## config.mk

```make
export PLATFORM = sky130hd
export DESIGN_NAME = gated_running_median_rate
export DESIGN_NICKNAME = d
export VERILOG_FILES = /design/src/rtl/grm_pkg.sv /design/src/rtl/grm_sort.sv /design/src/rtl/gated_running_median_rate.sv
export SDC_FILE = /design/constraint.sdc
export NUM_CORES = 1
export LEC_CHECK = 0
export BUFFER_PORTS_ARGS = -buffer_cell sky130_fd_sc_hd__buf_2
export CAP_MARGIN = 10
export CORE_MARGIN = 3
export CORE_UTILIZATION = 35
export CTS_BUF_LIST = sky130_fd_sc_hd__clkbuf_4 sky130_fd_sc_hd__clkbuf_8
export CTS_CLUSTER_DIAMETER = 80
export DETAILED_ROUTE_END_ITERATION = 16
export PLACE_DENSITY = 0.5
export SLEW_MARGIN = 40
export SYNTH_ARGS = -nofsm -noshare
export SYNTH_HDL_FRONTEND = slang
export SYNTH_SLANG_ARGS = --single-unit
export TNS_END_PERCENT = 10
```

## constraint.sdc

```tcl
create_clock -name clk -period 4.4 [get_ports clk]
set_input_delay 0.44 -clock clk [delete_from_list [all_inputs] [get_ports clk]]
set_output_delay 0.44 -clock clk [all_outputs]
set_load 0.02 [all_outputs]
```

## src/rtl/grm_pkg.sv

```systemverilog
// Shared constants, types and codes for the gated running median of heart rate.
// No dependencies; every rtl file imports this package.
package grm_pkg;

  // Window depth and derived widths
  localparam int WINDOW  = 9;
  localparam int IDX_W   = (WINDOW > 1) ? $clog2(WINDOW) : 1;
  localparam int CNT_W   = $clog2(WINDOW + 1);
  localparam int BPM_W   = 8;
  localparam int RATE_W  = 16;
  localparam int CNT_OUT_W = 4;

  // Configuration register indexes and reset values
  localparam int CFG_IDX_W = 1;
  localparam logic [CFG_IDX_W-1:0] REG_LOW_LIMIT  = 1'b0;
  localparam logic [CFG_IDX_W-1:0] REG_HIGH_LIMIT = 1'b1;
  localparam logic [BPM_W-1:0] LOW_LIMIT_RST  = 8'd42;
  localparam logic [BPM_W-1:0] HIGH_LIMIT_RST = 8'd220;

  // Sequencer states, one-hot
  typedef enum logic [2:0] {
    ST_IDLE   = 3'b001,
    ST_WALK   = 3'b010,
    ST_RESULT = 3'b100
  } state_t;

  // Control from the sequencer to the sorted lanes
  typedef struct packed {
    logic clear;
    logic insert;
  } sort_ctl_t;

endpackage

```

## src/rtl/grm_sort.sv

```systemverilog
// Sorted lane array: takes one word a cycle while insert is set and keeps the lanes in ascending order.
// Depends on grm_pkg for the window depth and the control struct.
module grm_sort import grm_pkg::*; (
  input  logic             clk,
  input  logic             rst_n,
  input  sort_ctl_t        ctl,
  input  logic [BPM_W-1:0] key,
  input  logic [CNT_W-1:0] rank,
  output logic [BPM_W-1:0] rank_val
);

  logic [BPM_W-1:0] lane_r [WINDOW];
  logic [BPM_W-1:0] lane_nxt [WINDOW];
  logic [CNT_W-1:0] fill_r;
  logic [CNT_W-1:0] fill_nxt;
  logic [WINDOW-1:0] gt;

  // Mark lanes above the key; unfilled lanes count as above
  always_comb begin
    for (int j = 0; j < WINDOW; j++) begin
      gt[j] = (CNT_W'(j) >= fill_r) || (lane_r[j] > key);
    end
  end

  // Shift the upper part up by one and drop the key into the gap
  always_comb begin
    for (int j = 0; j < WINDOW; j++) begin
      if (!gt[j]) begin
        lane_nxt[j] = lane_r[j];
      end else if (j == 0) begin
        lane_nxt[j] = key;
      end else if (!gt[j-1]) begin
        lane_nxt[j] = key;
      end else begin
        lane_nxt[j] = lane_r[j-1];
      end
    end
  end

  always_comb begin
    fill_nxt = fill_r;
    if (ctl.clear) begin
      fill_nxt = '0;
    end else if (ctl.insert) begin
      fill_nxt = fill_r + CNT_W'(1);
    end
  end

  always_ff @(posedge clk) begin
    if (!rst_n) begin
      fill_r <= '0;
    end else begin
      fill_r <= fill_nxt;
    end
  end

  // Lane payload needs no reset
  always_ff @(posedge clk) begin
    if (ctl.insert && !ctl.clear) begin
      for (int j = 0; j < WINDOW; j++) begin
        lane_r[j] <= lane_nxt[j];
      end
    end
  end

  assign rank_val = lane_r[rank[IDX_W-1:0]];

endmodule

```

## src/rtl/gated_running_median_rate.sv

```systemverilog
// Gated running median of heart rate: range gate, ring memory, median by rank walk.
// Depends on grm_pkg and grm_sort.
//
// One word in, one word out. A rate outside the open range between the two limits
// (whole bpm) is rejected; its result, with the unchanged median and count, is loaded
// into the output register from the result state once that register is free. An
// accepted rate is written to the ring memory in the accept cycle; the sequencer then
// reads back every held entry (up to nine with a nine-entry window), one per cycle
// through the single read port of the memory, and inserts each into a sorted lane
// array; once the last entry is in the lanes, the median goes to the result state,
// which loads it into the output register. The input is not ready during the walk
// or the result state, so no new word is taken before the last one is through. The
// input is ready again once the result is registered, while that result still waits
// for the consumer; a result that is still waiting holds the next one, and the input, until it is taken.
module gated_running_median_rate import grm_pkg::*; (
  input  logic                 clk,
  input  logic                 rst_n,
  input  logic                 in_valid,
  output logic                 in_ready,
  input  logic [RATE_W-1:0]    in_rate_q8,
  output logic                 out_valid,
  input  logic                 out_ready,
  output logic                 out_accepted,
  output logic [BPM_W-1:0]     out_median_bpm,
  output logic [CNT_OUT_W-1:0] out_held_count,
  input  logic                 cfg_we,
  input  logic [CFG_IDX_W-1:0] cfg_index,
  input  logic [BPM_W-1:0]     cfg_wdata
);

  state_t           state_r, state_nxt;
  logic [IDX_W-1:0] slot_r, slot_nxt;
  logic [CNT_W-1:0] count_r, count_nxt;
  logic [BPM_W-1:0] median_r, median_nxt;
  logic [CNT_W-1:0] rd_idx_r, rd_idx_nxt;
  logic             rd_vld_r, rd_vld_nxt;
  logic             acc_r, acc_nxt;
  logic [BPM_W-1:0] lo_r, hi_r;

  logic                 out_valid_r, out_valid_nxt;
  logic                 out_acc_r;
  logic [BPM_W-1:0]     out_med_r;
  logic [CNT_W-1:0]     out_cnt_r;
  logic                 out_load;

  logic [BPM_W-1:0] ring_mem [WINDOW];
  logic [BPM_W-1:0] rd_data_r;
  logic             mem_we;
  logic [IDX_W-1:0] rd_addr;

  logic             take;
  logic             in_range;
  logic             issue;
  sort_ctl_t        sort_ctl;
  logic [BPM_W-1:0] rank_val;
  logic [31:0]      cnt_ext;

  // Range gate on the Q8.8 rate against whole-bpm limits
  assign in_range = (in_rate_q8 > {lo_r, 8'h00}) && (in_rate_q8 < {hi_r, 8'h00});
  assign in_ready = (state_r == ST_IDLE);
  assign take     = in_valid && in_ready;
  assign mem_we   = take && in_range;
  assign issue    = (state_r == ST_WALK) && (rd_idx_r < count_r);
  assign rd_addr  = rd_idx_r[IDX_W-1:0];
  assign out_load = (state_r == ST_RESULT) && (!out_valid_r || out_ready);

  assign sort_ctl.clear  = take;
  assign sort_ctl.insert = (state_r == ST_WALK) && rd_vld_r;

  grm_sort u_sort (
    .clk      (clk),
    .rst_n    (rst_n),
    .ctl      (sort_ctl),
    .key      (rd_data_r),
    .rank     (count_r >> 1),
    .rank_val (rank_val)
  );

  // Ring memory: write in the accept cycle, reads follow in later cycles only
  always_ff @(posedge clk) begin
    if (mem_we) begin
      ring_mem[slot_r] <= in_rate_q8[RATE_W-1 -: BPM_W];
    end
    rd_data_r <= ring_mem[rd_addr];
  end

  // Sequencer
  always_comb begin
    state_nxt  = state_r;
    slot_nxt   = slot_r;
    count_nxt  = count_r;
    median_nxt = median_r;
    rd_idx_nxt = rd_idx_r;
    rd_vld_nxt = 1'b0;
    acc_nxt    = acc_r;
    unique case (state_r)
      ST_IDLE: begin
        if (take) begin
          acc_nxt = in_range;
          if (in_range) begin
            slot_nxt   = (slot_r == IDX_W'(WINDOW - 1)) ? '0 : slot_r + IDX_W'(1);
            count_nxt  = (count_r == CNT_W'(WINDOW)) ? count_r : count_r + CNT_W'(1);
            rd_idx_nxt = '0;
            state_nxt  = ST_WALK;
          end else begin
            state_nxt = ST_RESULT;
          end
        end
      end
      ST_WALK: begin
        // Advance the read pointer; finish once the last word is in the lanes
        if (issue) begin
          rd_idx_nxt = rd_idx_r + CNT_W'(1);
          rd_vld_nxt = 1'b1;
        end else if (!rd_vld_r) begin
          median_nxt = rank_val;
          state_nxt  = ST_RESULT;
        end
      end
      ST_RESULT: begin
        if (out_load) begin
          state_nxt = ST_IDLE;
        end
      end
      default: begin
        state_nxt = ST_IDLE;
      end
    endcase
  end

  always_ff @(posedge clk) begin
    if (!rst_n) begin
      state_r  <= ST_IDLE;
      slot_r   <= '0;
      count_r  <= '0;
      median_r <= '0;
      rd_idx_r <= '0;
      rd_vld_r <= 1'b0;
      acc_r    <= 1'b0;
    end else begin
      state_r  <= state_nxt;
      slot_r   <= slot_nxt;
      count_r  <= count_nxt;
      median_r <= median_nxt;
      rd_idx_r <= rd_idx_nxt;
      rd_vld_r <= rd_vld_nxt;
      acc_r    <= acc_nxt;
    end
  end

  // Configuration registers
  always_ff @(posedge clk) begin
    if (!rst_n) begin
      lo_r <= LOW_LIMIT_RST;
      hi_r <= HIGH_LIMIT_RST;
    end else if (cfg_we) begin
      unique case (cfg_index)
        REG_LOW_LIMIT:  lo_r <= cfg_wdata;
        REG_HIGH_LIMIT: hi_r <= cfg_wdata;
        default: begin
        end
      endcase
    end
  end

  // Output register: hold the word until the consumer takes it
  always_comb begin
    out_valid_nxt = out_valid_r;
    if (out_load) begin
      out_valid_nxt = 1'b1;
    end else if (out_ready) begin
      out_valid_nxt = 1'b0;
    end
  end

  always_ff @(posedge clk) begin
    if (!rst_n) begin
      out_valid_r <= 1'b0;
    end else begin
      out_valid_r <= out_valid_nxt;
    end
  end

  always_ff @(posedge clk) begin
    if (out_load) begin
      out_acc_r <= acc_r;
      out_med_r <= median_r;
      out_cnt_r <= count_r;
    end
  end

  assign cnt_ext        = 32'(out_cnt_r);
  assign out_valid      = out_valid_r;
  assign out_accepted   = out_acc_r;
  assign out_median_bpm = out_med_r;
  assign out_held_count = cnt_ext[CNT_OUT_W-1:0];

endmodule

```

==> results.json <==
{
  "status": "finished, final reports clean",
  "via_count": 6563,
  "yosys_register_bits": 203,
  "cts_hold_repair.buffers": 0,
  "top_layer": "met4",
  "io_pins": 45,
  "seq_area_mm2": 0.00556,
  "insertion_delay_ns": 0.54,
  "cts.clk_slew.worst_paths_ns": 0.05,
  "drv.max_cap_violation_count": 0,
  "clkSinkCount": 203,
  "placedInstanceArea_mm2": 0.0112,
  "final_slew_violations": 0,
  "power_leakage_nw": 4.47,
  "hold_viol_final": 0,
  "routed_wl_um": 25600,
  "layout_setup_ws_ns": 1.40,
  "syn_avg_cell_area_um2": 13.0,
  "floorplan.initialDensity": 0.360,
  "cp-start-kind": "flip-flop",
  "post-cts-setup-buffers": 0,
  "pin_count_of_the_biggest_net_entering_global_routing": 27,
  "p_per_area_mw_per_mm2": 378,
  "timing.critical_path.max_delay_family": "compound AO/OA/AOI/OAI gates",
  "synth_async_sr_flop_share": 0,
  "synth-edff-count": 149,
  "via_count_of_the_first_global_routing_pass": 6625,
  "synth_top_area_frac": 0.426,
  "post_synth_cell_types": 62,
  "drt-met1-wl_um": 11900,
  "hold_path.class": "in -> reg",
  "synthesis.instances": 805,
  "number_of_filler_cells_placed_in_the_layout": 2820,
  "cts.htree.levels": 2,
  "finalInstanceArea_mm2": 0.0121,
  "max-clock-path-buffers": 3,
  "timing.fmax_mhz": 333,
  "detail-route-antenna-nets": 0,
  "mostFrequentLayoutCells": "sky130_fd_sc_hd__edfxtp_1, sky130_fd_sc_hd__ha_1, sky130_fd_sc_hd__nand2_1",
  "clock_skew_ns": 0.0378,
  "critPathKind": "reg -> reg",
  "synth_fp_nets": 927,
  "grt.total_usage": 0.163,
  "route.met3.wl_um": 1040,
  "post_synth_main_area_contributors": "sky130_fd_sc_hd__edfxtp_1, sky130_fd_sc_hd__ha_1, sky130_fd_sc_hd__dfxtp_1",
  "fp.dieH_um": 179,
  "finish.net_count": 1001,
  "crit_arrival_ns": 3.16,
  "cts_tree": "done",
  "setup-violations-final": 0,
  "detailroute.wirelength.met2_um": 12000,
  "coreArea_mm2": 0.0292,
  "critical_path.endpoint_type": "flip-flop",
  "detail_route.drc_violations": 0,
  "rows": 62,
  "max_incr_delay_on_cp_ns": 0.60,
  "holdWs_ns": 0.152,
  "post_cts.resized_instances": 0,
  "synth_largest_area_cell": "sky130_fd_sc_hd__edfxtp_1",
  "grt_remaining_overflow": 0,
  "critical_path.max_fanout": 9,
  "netlist_area_mm2": 0.0105,
  "yosysSeqAreaShare": 0.529,
  "routedWlPerCell_um": 19.8,
  "cp_num_buf_inv": 1,
  "ys.flop_type": "sky130_fd_sc_hd__edfxtp_1",
  "dr.first_iter.drc_count": 376,
  "place_hpwl_um": 18200,
  "layout.cells.most_common": "sky130_fd_sc_hd__edfxtp_1",
  "antennaDiodeCount": 0,
  "setup_repair_after_global_routing_missed_its_margin": "no",
  "buffer_ports.inserted": 44,
  "drt_first_pass_iters": 4,
  "die-width_um": 179,
  "multi_input_area_mm2": 0.00462,
  "place_congestion": 0.808,
  "final_min_period_over_clock_period": 0.682,
  "crit_chain": "inv_1 > ha_1 > nor2b_1 > o21ai_1 > nand2b_1 > a21oi_1 > o221ai_2 > and2_1",
  "required_ns": 4.56,
  "worst-slew-pin-transition_ns": 0.789,
  "relSlewSlack": 0.472,
  "numCtsBuffers": 38,
  "ir_drop_mv": 0.295,
  "place_worst_setup_slack_ns": 1.25,
  "syn2layout_area_growth_pct": 14.8,
  "finalWorstPathRequiredPeriod_ns": 3.00,
  "floorplan.die_area_mm2": 0.0321,
  "share_of_cells_above_drive_strength_1": 0.259,
  "grt_pass1_wl_um": 39400,
  "antenna_found_initial": 1,
  "setup_tns_ns": 0,
  "cp_slowest_cell": "sky130_fd_sc_hd__o221ai_2",
  "synth.yosys.warnings": 0,
  "root_buffer": "sky130_fd_sc_hd__clkbuf_8",
  "via_per_inst": 5.08
}
==> worst register-to-register path: cells and delay by family (launching register included) <==
kind | cells | cell delay (ns)
compound gates | 3 | 0.76
simple gates | 3 | 0.70
flops | 1 | 0.53
fa+ha+maj | 1 | 0.37
buf+inv | 1 | 0.28
==> through the flow <==
stage	util	total power [mW]	cells
6_report	0.413	4.56	1291
5_1_grt	0.413	4.76	1291
4_1_cts	0.413	4.62	1290
3_5_place_dp	0.384	2.56	1222
3_3_place_gp	0.384	2.55	1222
2_1_floorplan	-	2.42	805
==> cell usage after synthesis, drive strengths merged (2+ instances only) <==
| master | instances |
|---|---|
| inv | 49 |
| edfxtp | 149 |
| or2 | 2 |
| nor4 | 13 |
| a311oi | 11 |
| nand4 | 21 |
| mux2 | 56 |
| buf | 12 |
| nand2b | 12 |
| and2 | 9 |
| a21o | 19 |
| nand2 | 74 |
| ha | 92 |
| a211o | 3 |
| dfxtp | 54 |
| nor2b | 11 |
| clkinv | 3 |
| o21a | 6 |
| clkbuf | 16 |
| mux2i | 11 |
| and3 | 4 |
| o211ai | 11 |
| o221ai | 4 |
| nor3 | 2 |
| o31ai | 3 |
| xnor2 | 2 |
| mux4 | 32 |
| or4 | 3 |
| o21ai | 29 |
| nand3 | 6 |
| a31oi | 4 |
| a21oi | 39 |
| nor2 | 33 |
==> layout make-up <==
class,instances,share of cell area
Clock buffer,53,0.0532
Multi-Input combinational cell,522,0.384
Inverter,52,0.0163
Timing Repair Buffer,62,0.0295
Clock inverter,15,0.0167
Tap cell,384,0.0399
Sequential cell,203,0.461
==> cell families (layout without fill, tap and decap cells) <==
| family | after synthesis | count (layout) | synth area share |
|---|---|---|---|
| flops | 203 | 203 | 0.529 |
| simple gates | 191 | 191 | 0.0976 |
| compound gates | 137 | 137 | 0.0908 |
| mux | 99 | 99 | 0.139 |
| fa+ha+maj | 92 | 92 | 0.110 |
| buf+inv | 80 | 182 | 0.0313 |
| xor+xnor | 3 | 3 | 0.00250 |
==> metal layers <==
layer	vias up	global-route usage
li1	3226	-
met1	3195	0.223
met2	109	0.263
met3	33	0.0288
met4	0	0.0548
met5	-	0
==> state kept, by name, summed over array words and instances (netlist names), 3 cells and up <==
register        flops
lo_r                8
hi_r                8
rd_data_r           8
u_sort.lane_r      64
state_r             3
count_r             4
median_r            8
out_held_count      4
out_median_bpm      8
rd_addr             4
u_sort.fill_r       4
slot_r              4
ring_mem           72
==> report_power, final <==
part           internal, mW  switching [mW]
Combinational         0.147           0.243
Sequential             2.09          0.0386
Clock                  1.24           0.803
==> worst paths after layout <==
check                     from                  end  slack [ns]  cells after the start
setup / recovery  rd_data_r[1]  u_sort.lane_r[4][1]        1.40                      8
hold / removal    cfg_wdata[1]              lo_r[1]        0.15                      3
setup reg to reg  rd_data_r[1]  u_sort.lane_r[4][1]        1.40                      8
hold reg to reg    median_r[5]    out_median_bpm[5]        0.43                      0
Power figures use the tool's default switching activity.
